### src/srd_pkg.sv
// Shared types and constants of the sprite run-length decoder.
package srd_pkg;

    localparam logic [1:0] KIND_PIXEL  = 2'd0;
    localparam logic [1:0] KIND_HEADER = 2'd1;
    localparam logic [1:0] KIND_END    = 2'd2;
    localparam logic [1:0] KIND_ERROR  = 2'd3;

    // Command kinds handed from the front to the back.
    localparam logic OP_RUN     = 1'b0;  // count words at consecutive addresses
    localparam logic OP_LIT_ERR = 1'b1;  // one pixel, then a bounds error

    localparam int CNT_W         = 7;
    localparam int QUEUE_DEPTH   = 4;
    localparam int QUEUE_PTR_W   = $clog2(QUEUE_DEPTH);
    localparam int QUEUE_COUNT_W = $clog2(QUEUE_DEPTH + 1);

    typedef struct packed {
        logic             op;
        logic [1:0]       kind;
        logic [15:0]      addr;
        logic [7:0]       value;
        logic [CNT_W-1:0] count;
        logic             sprite_end;
        logic [7:0]       width;
        logic [7:0]       height;
        logic [7:0]       offset_x;
        logic [7:0]       offset_y;
    } t_cmd;

    typedef struct packed {
        logic [1:0]  kind;
        logic [15:0] pixel_address;
        logic [7:0]  pixel_value;
        logic [7:0]  sprite_width;
        logic [7:0]  sprite_height;
        logic [7:0]  offset_x;
        logic [7:0]  offset_y;
        logic        sprite_end;
        logic        last;
    } t_result;

endpackage

### src/srd_front.sv
// Front end: parses the byte stream, tracks the cursor and queues commands.
module srd_front #(
    parameter int LENGTH_BITS = 6
) (
    input  logic          i_clk,
    input  logic          i_rst_n,
    input  logic          i_in_valid,
    output logic          o_in_ready,
    input  logic [7:0]    i_in_byte,
    input  logic          i_q_full,
    output logic          o_push,
    output srd_pkg::t_cmd o_cmd
);
    import srd_pkg::*;

    localparam int LEN_W = LENGTH_BITS + 1;

    localparam logic [2:0] PH_W    = 3'd0;
    localparam logic [2:0] PH_H    = 3'd1;
    localparam logic [2:0] PH_X    = 3'd2;
    localparam logic [2:0] PH_Y    = 3'd3;
    localparam logic [2:0] PH_ROWS = 3'd4;
    localparam logic [2:0] PH_SPEC = 3'd5;
    localparam logic [2:0] PH_LIT  = 3'd6;
    localparam logic [2:0] PH_FILL = 3'd7;

    logic [2:0]       r_phase, n_phase;
    logic [7:0]       r_width, n_width;
    logic [7:0]       r_height, n_height;
    logic [7:0]       r_offx, n_offx;
    logic [15:0]      r_limit, n_limit;
    logic [7:0]       r_row_idx, n_row_idx;
    logic [15:0]      r_row_base, n_row_base;
    logic [16:0]      r_cursor, n_cursor;
    logic [7:0]       r_runs_left, n_runs_left;
    logic [CNT_W-1:0] r_lit_left, n_lit_left;
    logic [CNT_W-1:0] r_fill_len, n_fill_len;

    logic             accept;
    logic [LEN_W-1:0] spec_len;
    logic [CNT_W-1:0] spec_cnt;
    logic [7:0]       row_next;
    logic [15:0]      base_next;
    logic             row_done;
    logic [7:0]       runs_next;
    logic [16:0]      cursor_inc;
    logic [CNT_W-1:0] lit_next;
    logic             do_end_row;
    logic             do_abandon;

    assign o_in_ready = !i_q_full;
    assign accept     = i_in_valid && o_in_ready;

    assign spec_len   = LEN_W'(i_in_byte[LENGTH_BITS-1:0]) + LEN_W'(1);
    assign spec_cnt   = CNT_W'(spec_len);
    assign row_next   = r_row_idx + 8'd1;
    assign base_next  = r_row_base + {8'd0, r_width};
    assign row_done   = row_next >= r_height;
    assign runs_next  = r_runs_left - 8'd1;
    assign cursor_inc = r_cursor + 17'd1;
    assign lit_next   = r_lit_left - CNT_W'(1);

    always_comb begin
        n_phase     = r_phase;
        n_width     = r_width;
        n_height    = r_height;
        n_offx      = r_offx;
        n_limit     = r_limit;
        n_row_idx   = r_row_idx;
        n_row_base  = r_row_base;
        n_cursor    = r_cursor;
        n_runs_left = r_runs_left;
        n_lit_left  = r_lit_left;
        n_fill_len  = r_fill_len;
        do_end_row  = 1'b0;
        do_abandon  = 1'b0;
        o_push      = 1'b0;
        o_cmd       = '0;
        o_cmd.op    = OP_RUN;
        o_cmd.count = CNT_W'(1);

        if (accept) begin
            case (r_phase)
                PH_W: begin
                    n_width = i_in_byte;
                    n_phase = PH_H;
                end
                PH_H: begin
                    n_height = i_in_byte;
                    n_phase  = PH_X;
                end
                PH_X: begin
                    n_offx  = i_in_byte;
                    n_phase = PH_Y;
                end
                PH_Y: begin
                    n_limit          = 16'(r_width) * 16'(r_height);
                    o_push           = 1'b1;
                    o_cmd.kind       = KIND_HEADER;
                    o_cmd.width      = r_width;
                    o_cmd.height     = r_height;
                    o_cmd.offset_x   = r_offx;
                    o_cmd.offset_y   = i_in_byte;
                    o_cmd.sprite_end = (r_height == 8'd0);
                    n_row_idx        = 8'd0;
                    n_row_base       = 16'd0;
                    n_cursor         = 17'd0;
                    if (r_height == 8'd0) begin
                        do_abandon = 1'b1;
                    end else begin
                        n_phase = PH_ROWS;
                    end
                end
                PH_ROWS: begin
                    n_runs_left = i_in_byte;
                    if (i_in_byte == 8'd0) begin
                        do_end_row = 1'b1;
                        if (row_done) begin
                            o_push           = 1'b1;
                            o_cmd.kind       = KIND_END;
                            o_cmd.sprite_end = 1'b1;
                        end
                    end else begin
                        n_phase = PH_SPEC;
                    end
                end
                PH_SPEC: begin
                    if (i_in_byte[7:6] == 2'd0) begin
                        // skip: cursor may pass the limit, nothing is written
                        n_cursor    = r_cursor + 17'(spec_len);
                        n_runs_left = runs_next;
                        if (runs_next == 8'd0) begin
                            do_end_row = 1'b1;
                            if (row_done) begin
                                o_push           = 1'b1;
                                o_cmd.kind       = KIND_END;
                                o_cmd.sprite_end = 1'b1;
                            end
                        end else begin
                            n_phase = PH_SPEC;
                        end
                    end else if (i_in_byte[7:6] == 2'd1) begin
                        if (r_cursor >= {1'b0, r_limit}) begin
                            o_push     = 1'b1;
                            o_cmd.kind = KIND_ERROR;
                            do_abandon = 1'b1;
                        end else begin
                            n_lit_left = spec_cnt;
                            n_phase    = PH_LIT;
                        end
                    end else begin
                        if ((18'(r_cursor) + 18'(spec_len)) > 18'(r_limit)) begin
                            o_push     = 1'b1;
                            o_cmd.kind = KIND_ERROR;
                            do_abandon = 1'b1;
                        end else begin
                            n_fill_len = spec_cnt;
                            n_phase    = PH_FILL;
                        end
                    end
                end
                PH_LIT: begin
                    o_push      = 1'b1;
                    o_cmd.kind  = KIND_PIXEL;
                    o_cmd.addr  = r_cursor[15:0];
                    o_cmd.value = i_in_byte;
                    n_cursor    = cursor_inc;
                    n_lit_left  = lit_next;
                    if (lit_next == CNT_W'(0)) begin
                        n_runs_left = runs_next;
                        if (runs_next == 8'd0) begin
                            do_end_row       = 1'b1;
                            o_cmd.sprite_end = row_done;
                        end else begin
                            n_phase = PH_SPEC;
                        end
                    end else if (cursor_inc >= {1'b0, r_limit}) begin
                        o_cmd.op   = OP_LIT_ERR;
                        do_abandon = 1'b1;
                    end
                end
                default: begin
                    // fill: the back end expands the run
                    o_push      = 1'b1;
                    o_cmd.kind  = KIND_PIXEL;
                    o_cmd.addr  = r_cursor[15:0];
                    o_cmd.value = i_in_byte;
                    o_cmd.count = r_fill_len;
                    n_cursor    = r_cursor + 17'(r_fill_len);
                    n_fill_len  = CNT_W'(0);
                    n_runs_left = runs_next;
                    if (runs_next == 8'd0) begin
                        do_end_row       = 1'b1;
                        o_cmd.sprite_end = row_done;
                    end else begin
                        n_phase = PH_SPEC;
                    end
                end
            endcase
        end

        if (do_end_row) begin
            n_row_idx  = row_next;
            n_row_base = base_next;
            n_cursor   = {1'b0, base_next};
            if (row_done) begin
                do_abandon = 1'b1;
            end else begin
                n_phase = PH_ROWS;
            end
        end

        if (do_abandon) begin
            n_phase     = PH_W;
            n_row_idx   = 8'd0;
            n_row_base  = 16'd0;
            n_cursor    = 17'd0;
            n_runs_left = 8'd0;
            n_lit_left  = CNT_W'(0);
            n_fill_len  = CNT_W'(0);
        end
    end

    always_ff @(posedge i_clk) begin
        if (!i_rst_n) begin
            r_phase     <= PH_W;
            r_width     <= 8'd0;
            r_height    <= 8'd0;
            r_offx      <= 8'd0;
            r_limit     <= 16'd0;
            r_row_idx   <= 8'd0;
            r_row_base  <= 16'd0;
            r_cursor    <= 17'd0;
            r_runs_left <= 8'd0;
            r_lit_left  <= CNT_W'(0);
            r_fill_len  <= CNT_W'(0);
        end else begin
            r_phase     <= n_phase;
            r_width     <= n_width;
            r_height    <= n_height;
            r_offx      <= n_offx;
            r_limit     <= n_limit;
            r_row_idx   <= n_row_idx;
            r_row_base  <= n_row_base;
            r_cursor    <= n_cursor;
            r_runs_left <= n_runs_left;
            r_lit_left  <= n_lit_left;
            r_fill_len  <= n_fill_len;
        end
    end

endmodule

### src/srd_queue.sv
// Small command queue between the front and back ends.
module srd_queue (
    input  logic          i_clk,
    input  logic          i_rst_n,
    input  logic          i_push,
    input  srd_pkg::t_cmd i_push_cmd,
    output logic          o_full,
    input  logic          i_pop,
    output srd_pkg::t_cmd o_pop_cmd,
    output logic          o_empty
);
    import srd_pkg::*;

    t_cmd                     r_mem [QUEUE_DEPTH];
    logic [QUEUE_PTR_W-1:0]   r_wr_ptr;
    logic [QUEUE_PTR_W-1:0]   r_rd_ptr;
    logic [QUEUE_COUNT_W-1:0] r_count;

    localparam logic [QUEUE_PTR_W-1:0]   PTR_LAST = QUEUE_PTR_W'(QUEUE_DEPTH - 1);
    localparam logic [QUEUE_COUNT_W-1:0] COUNT_FULL = QUEUE_COUNT_W'(QUEUE_DEPTH);

    assign o_full    = (r_count == COUNT_FULL);
    assign o_empty   = (r_count == QUEUE_COUNT_W'(0));
    assign o_pop_cmd = r_mem[r_rd_ptr];

    always_ff @(posedge i_clk) begin
        if (i_push) begin
            r_mem[r_wr_ptr] <= i_push_cmd;
        end
    end

    always_ff @(posedge i_clk) begin
        if (!i_rst_n) begin
            r_wr_ptr <= '0;
            r_rd_ptr <= '0;
            r_count  <= '0;
        end else begin
            if (i_push) begin
                r_wr_ptr <= (r_wr_ptr == PTR_LAST) ? '0 : r_wr_ptr + QUEUE_PTR_W'(1);
            end
            if (i_pop) begin
                r_rd_ptr <= (r_rd_ptr == PTR_LAST) ? '0 : r_rd_ptr + QUEUE_PTR_W'(1);
            end
            if (i_push && !i_pop) begin
                r_count <= r_count + QUEUE_COUNT_W'(1);
            end else if (i_pop && !i_push) begin
                r_count <= r_count - QUEUE_COUNT_W'(1);
            end
        end
    end

endmodule

### src/srd_back.sv
// Back end: expands queued commands into result words behind an output register.
module srd_back (
    input  logic             i_clk,
    input  logic             i_rst_n,
    input  logic             i_q_empty,
    output logic             o_pop,
    input  srd_pkg::t_cmd    i_cmd,
    output logic             o_out_valid,
    input  logic             i_out_ready,
    output srd_pkg::t_result o_res
);
    import srd_pkg::*;

    t_cmd    r_cmd;
    logic    r_act;
    logic    r_step;
    logic    r_out_valid;
    t_result r_res;

    logic    out_free;
    logic    produce;
    logic    done;
    t_result res;

    assign out_free    = !r_out_valid || i_out_ready;
    assign produce     = r_act && out_free;
    assign o_pop       = !r_act && !i_q_empty;
    assign o_out_valid = r_out_valid;
    assign o_res       = r_res;

    always_comb begin
        res  = '0;
        done = 1'b0;
        case (r_cmd.op)
            OP_RUN: begin
                res.kind          = r_cmd.kind;
                res.pixel_address = r_cmd.addr;
                res.pixel_value   = r_cmd.value;
                res.sprite_width  = r_cmd.width;
                res.sprite_height = r_cmd.height;
                res.offset_x      = r_cmd.offset_x;
                res.offset_y      = r_cmd.offset_y;
                res.last          = (r_cmd.count == CNT_W'(1));
                res.sprite_end    = res.last && r_cmd.sprite_end;
                done              = res.last;
            end
            OP_LIT_ERR: begin
                if (!r_step) begin
                    res.kind          = KIND_PIXEL;
                    res.pixel_address = r_cmd.addr;
                    res.pixel_value   = r_cmd.value;
                end else begin
                    res.kind = KIND_ERROR;
                    res.last = 1'b1;
                    done     = 1'b1;
                end
            end
            default: begin
                done = 1'b1;
            end
        endcase
    end

    always_ff @(posedge i_clk) begin
        if (!i_rst_n) begin
            r_act       <= 1'b0;
            r_step      <= 1'b0;
            r_out_valid <= 1'b0;
        end else begin
            if (o_pop) begin
                r_act  <= 1'b1;
                r_step <= 1'b0;
            end else if (produce) begin
                if (done) begin
                    r_act <= 1'b0;
                end else begin
                    r_step <= 1'b1;
                end
            end
            if (produce) begin
                r_out_valid <= 1'b1;
            end else if (i_out_ready) begin
                r_out_valid <= 1'b0;
            end
        end
    end

    always_ff @(posedge i_clk) begin
        if (o_pop) begin
            r_cmd <= i_cmd;
        end else if (produce && !done && r_cmd.op == OP_RUN) begin
            r_cmd.addr  <= r_cmd.addr + 16'd1;
            r_cmd.count <= r_cmd.count - CNT_W'(1);
        end
        if (produce) begin
            r_res <= res;
        end
    end

endmodule

### src/sprite_rle_decoder.sv
// Top level of the sprite run-length decoder.
// Takes one encoded sprite byte per word: a four-byte header (width, height, x and y
// offset), then per row a run count and its run specs (skip, literal copy or fill).
// It returns header reports, linear pixel writes at row*width+column, sprite-end words
// and bounds errors; after an error or a completed sprite the next byte starts a new
// header. The front end accepts one byte per cycle while its four-entry command queue
// has room, and each byte leaves at most one command. The back end loads a command only
// when it has none in hand and then emits its result words, holding while the output
// register is full and not taken: a literal byte or a header gives a single word (a
// literal that reports a bounds error adds an error word), and a fill run one word per
// pixel; sustained throughput is set by that back-end expansion loop. An output
// register lets the front keep accepting while a finished word waits to be taken.
module sprite_rle_decoder #(
    parameter int LENGTH_BITS = 6
) (
    input  logic        i_clk,
    input  logic        i_rst_n,
    input  logic        i_in_valid,
    output logic        o_in_ready,
    input  logic [7:0]  i_in_byte,
    output logic        o_out_valid,
    input  logic        i_out_ready,
    output logic [1:0]  o_kind,
    output logic [15:0] o_pixel_address,
    output logic [7:0]  o_pixel_value,
    output logic [7:0]  o_sprite_width,
    output logic [7:0]  o_sprite_height,
    output logic [7:0]  o_offset_x,
    output logic [7:0]  o_offset_y,
    output logic        o_sprite_end,
    output logic        o_last
);
    import srd_pkg::*;

    logic    q_full;
    logic    q_empty;
    logic    push;
    logic    pop;
    t_cmd    push_cmd;
    t_cmd    pop_cmd;
    t_result res;

    srd_front #(
        .LENGTH_BITS(LENGTH_BITS)
    ) u_front (
        .i_clk      (i_clk),
        .i_rst_n    (i_rst_n),
        .i_in_valid (i_in_valid),
        .o_in_ready (o_in_ready),
        .i_in_byte  (i_in_byte),
        .i_q_full   (q_full),
        .o_push     (push),
        .o_cmd      (push_cmd)
    );

    srd_queue u_queue (
        .i_clk      (i_clk),
        .i_rst_n    (i_rst_n),
        .i_push     (push),
        .i_push_cmd (push_cmd),
        .o_full     (q_full),
        .i_pop      (pop),
        .o_pop_cmd  (pop_cmd),
        .o_empty    (q_empty)
    );

    srd_back u_back (
        .i_clk       (i_clk),
        .i_rst_n     (i_rst_n),
        .i_q_empty   (q_empty),
        .o_pop       (pop),
        .i_cmd       (pop_cmd),
        .o_out_valid (o_out_valid),
        .i_out_ready (i_out_ready),
        .o_res       (res)
    );

    assign o_kind          = res.kind;
    assign o_pixel_address = res.pixel_address;
    assign o_pixel_value   = res.pixel_value;
    assign o_sprite_width  = res.sprite_width;
    assign o_sprite_height = res.sprite_height;
    assign o_offset_x      = res.offset_x;
    assign o_offset_y      = res.offset_y;
    assign o_sprite_end    = res.sprite_end;
    assign o_last          = res.last;

endmodule

### config.mk
export PLATFORM = sky130hd
export DESIGN_NAME = sprite_rle_decoder
export DESIGN_NICKNAME = d
export VERILOG_FILES = /design/src/srd_pkg.sv /design/src/srd_front.sv /design/src/srd_queue.sv /design/src/srd_back.sv /design/src/sprite_rle_decoder.sv
export SDC_FILE = /design/constraint.sdc
export NUM_CORES = 1
export LEC_CHECK = 0
export ABC_CLOCK_PERIOD_IN_PS = 11900
export BUFFER_PORTS_ARGS = -buffer_cell sky130_fd_sc_hd__buf_2
export CAP_MARGIN = 25
export CORE_MARGIN = 2
export CORE_UTILIZATION = 50
export CTS_CLUSTER_DIAMETER = 30
export DETAILED_ROUTE_END_ITERATION = 7
export PLACE_DENSITY = 0.66
export SYNTH_ARGS = -nofsm -noshare
export SYNTH_HDL_FRONTEND = slang
export SYNTH_SLANG_ARGS = --single-unit
### constraint.sdc
create_clock -name i_clk -period 11.9 [get_ports i_clk]
set_input_delay 0.595 -clock i_clk [delete_from_list [all_inputs] [get_ports i_clk]]
set_output_delay 0.595 -clock i_clk [all_outputs]
set_load 0.1 [all_outputs]
==> results.json <==
{
  "finalSetupViolations": 0,
  "grt_max_degree": 86,
  "cts_tree": "done",
  "viasPerCell": 5.88,
  "status": "finished clean",
  "synthFlopType": "edfxtp_1",
  "synth-seq-cells": 513,
  "end_kind": "flop",
  "yosysWarnings": 0,
  "drive_gt1_frac": 0.157,
  "vias": 17713,
  "dp_hpwl_mm": 43.3,
  "crit_arrival_ps": 6240,
  "synthDistinctLibCells": 79,
  "power_leakage_nw": 11.4,
  "cts.sinks": 513,
  "cts_resized": 0,
  "vdd.ir_drop.worst_uv": 204,
  "initial_core_util": 0.506,
  "grt_use_met1": 0.327,
  "n_antenna_cell": 0,
  "syn_inst": 2157,
  "synth-edff-count": 395,
  "crit_fanout": 54,
  "required_ps": 12160,
  "critPathLaunchType": "primary input",
  "clkTransAtPathRegs_ps": 50,
  "use_met2": 0.404,
  "wl_per_cell_um": 21.5,
  "gp_congestion": 0.946,
  "synth_area_leaders": "edfxtp_1 (46%), dfxtp_1 (9.1%), ha_1 (6.4%)",
  "io_pins": 74,
  "grt_pass1_wl_mm": 101,
  "grt_pass1_vias": 17778,
  "tns_ps": 0,
  "root_buffer": "clkbuf_16",
  "firstDrtPassIters": 6,
  "port_buffers": 73,
  "area_delta_synth_final_pct": 17.5,
  "max_freq_mhz": 167,
  "syn_nets": 2341,
  "fill_cells": 4075,
  "fin_crit_sh": 0.503,
  "hold_violations": 0,
  "drtIter0Drc": 1475,
  "rsz0062_at_grt": "false",
  "slew_violations": 0,
  "grt_util_met3": 0.0365,
  "max_slew.worst_pin.slew_ps": 1050,
  "finClkSkew_ps": 58.2,
  "antenna_left": 0,
  "htree_num_levels": 3,
  "ys_seq_area_frac": 0.548,
  "period_needed_ps": 5980,
  "avgSynthCellArea_um2": 12.0,
  "antenna_found_initial": 0,
  "die_area_mm2": 0.0537,
  "grt_usage": 0.244,
  "die_x_um": 232,
  "synth_top_area_share": 0.457,
  "rows": 83,
  "async_flop_share": 0,
  "ctsHoldBuffers": 0,
  "hold_path.class": "in -> reg",
  "wl_mm": 64.7,
  "clk_path_buf_depth": 3,
  "p_total_w": 0.00681,
  "cts_setup_buffers": 0,
  "syn-cell-area_mm2": 0.0260,
  "powerDensity_mw_per_mm2": 223,
  "maxCapViolations": 0,
  "nets": 2429,
  "cts_made_buffers": 100,
  "die_h_um": 232,
  "fp.coreArea_mm2": 0.0513,
  "busiest_layer": "met2",
  "drc": 0,
  "maxSlewHeadroom": 0.297,
  "synth_area_leader_cell": "edfxtp_1",
  "grt_overflow_total": 0,
  "path_class": "in -> reg",
  "clock_latency_ps": 660
}
## stage by stage
stage,area (µm²),setup slack (ps),utilization,instances,hold WS (ps)
finish,30500,5920,0.595,3011,233
global route,30500,5430,0.595,3011,244
CTS,30500,5910,0.595,3010,205
detailed placement,27000,5270,0.526,2822,454
global placement,26900,5380,0.525,2820,448
floorplan,26000,5420,-,2157,440
## report_power, final
part / internal (W) / total (W) / switching, W
sequential: 0.00229 / 0.00244 / 0.000156
clock: 0.00189 / 0.00286 / 0.000970
combinational: 0.000380 / 0.00151 / 0.00113
total: 0.00456 / 0.00681 / 0.00225
## cells in the final DEF, fill, tap and decap left out, types with 38 or more instances in the layout
master / synthesis / final
xnor2_1: 42 / 42
a21oi_1: 112 / 112
ha_1: 132 / 132
mux4_2: 67 / 67
fa_1: 40 / 40
and2_1: 88 / 83
o21ai_0: 90 / 89
buf_2: 5 / 73
nand2_1: 160 / 160
nand3_1: 59 / 59
and3_1: 40 / 40
dfxtp_1: 118 / 116
clkbuf_16: 0 / 101
inv_1: 108 / 107
nor3_1: 42 / 41
nor2_1: 165 / 164
nor2b_1: 54 / 54
xor2_1: 38 / 38
edfxtp_1: 395 / 395
## kinds of logic (layout without fill, tap and decap cells)
group | after synthesis | in the layout | synth area share
simple gates | 705 | 705 | 0.136
flops | 513 | 513 | 0.548
compound gates | 370 | 370 | 0.0922
buf+inv | 224 | 398 | 0.0336
fa+ha+maj | 172 | 172 | 0.0945
mux | 93 | 93 | 0.0682
xor+xnor | 80 | 80 | 0.0270
## worst max-delay path, stage by stage
cell,delay (ps)
buf_2,310
and3_1,230
nand3_1,90
xor2_1,320
inv_1,80
ha_1,360
o21ai_0,130
nand2_1,130
and3_1,330
nand3_1,130
xnor2_1,170
ha_1,320
nand4_1,150
a211oi_1,210
a211oi_1,80
o311ai_0,360
buf_4,200
nor2_1,70
o31ai_2,630
and2_2,520
buf_4,740
## area by class of cell
| cell class | count | area (µm²) | share of cell area |
|---|---|---|---|
| multi-input combinational | 1420 | 10900 | 0.357 |
| sequential | 513 | 14200 | 0.466 |
| clock inverter | 67 | 867 | 0.0284 |
| tap | 680 | 851 | 0.0279 |
| clock buffer | 121 | 2660 | 0.0873 |
| timing repair buffer | 100 | 596 | 0.0195 |
| inverter | 110 | 413 | 0.0135 |
## per-layer routing
metal,vias up,part of all wire,wire length [µm]
met3,138,0.055,3560
met5,-,0,0
met2,595,0.49,31400
met4,0,0.028,1830
li1,8134,-,-
met1,8846,0.43,27900
## state kept, by name, summed over array words and instances, names as in the netlist, 2 cells and up, named ones only
name	count
u_queue.r_mem	268
u_back.r_cmd	67
u_back.o_res	60
u_front.r_cursor	17
u_front.r_limit	16
u_front.r_row_base	16
u_front.r_height	8
u_front.r_offx	8
u_front.r_row_idx	8
u_front.r_runs_left	8
u_front.r_width	8
u_front.r_fill_len	7
u_front.r_lit_left	7
u_front.r_phase	3
u_queue.r_count	3
u_queue.r_rd_ptr	2
u_queue.r_wr_ptr	2
## final timing paths
path | start | endpoint | slack (ps) | cells past startpoint
worst min-delay path | i_out_ready | u_back.o_out_valid | 230 | 3
worst max register to register | u_front.r_cursor[0] | u_queue.r_mem[0][51] | 6170 | 17
worst max-delay path | i_in_byte[4] | u_queue.r_mem[0][51] | 5920 | 21
worst min register to register | u_front.r_row_base[4] | u_front.r_row_base[4] | 460 | 2
## synthesized netlist by cell type (59+ instances only)
cell type / count
a21oi_1: 112
nand2_1: 160
and2_1: 88
o21ai_0: 90
nor2_1: 165
dfxtp_1: 118
inv_1: 108
edfxtp_1: 395
ha_1: 132
nand3_1: 59
clkbuf_1: 95
mux4_2: 67
Note: power is estimated with default switching activity, not from simulation.
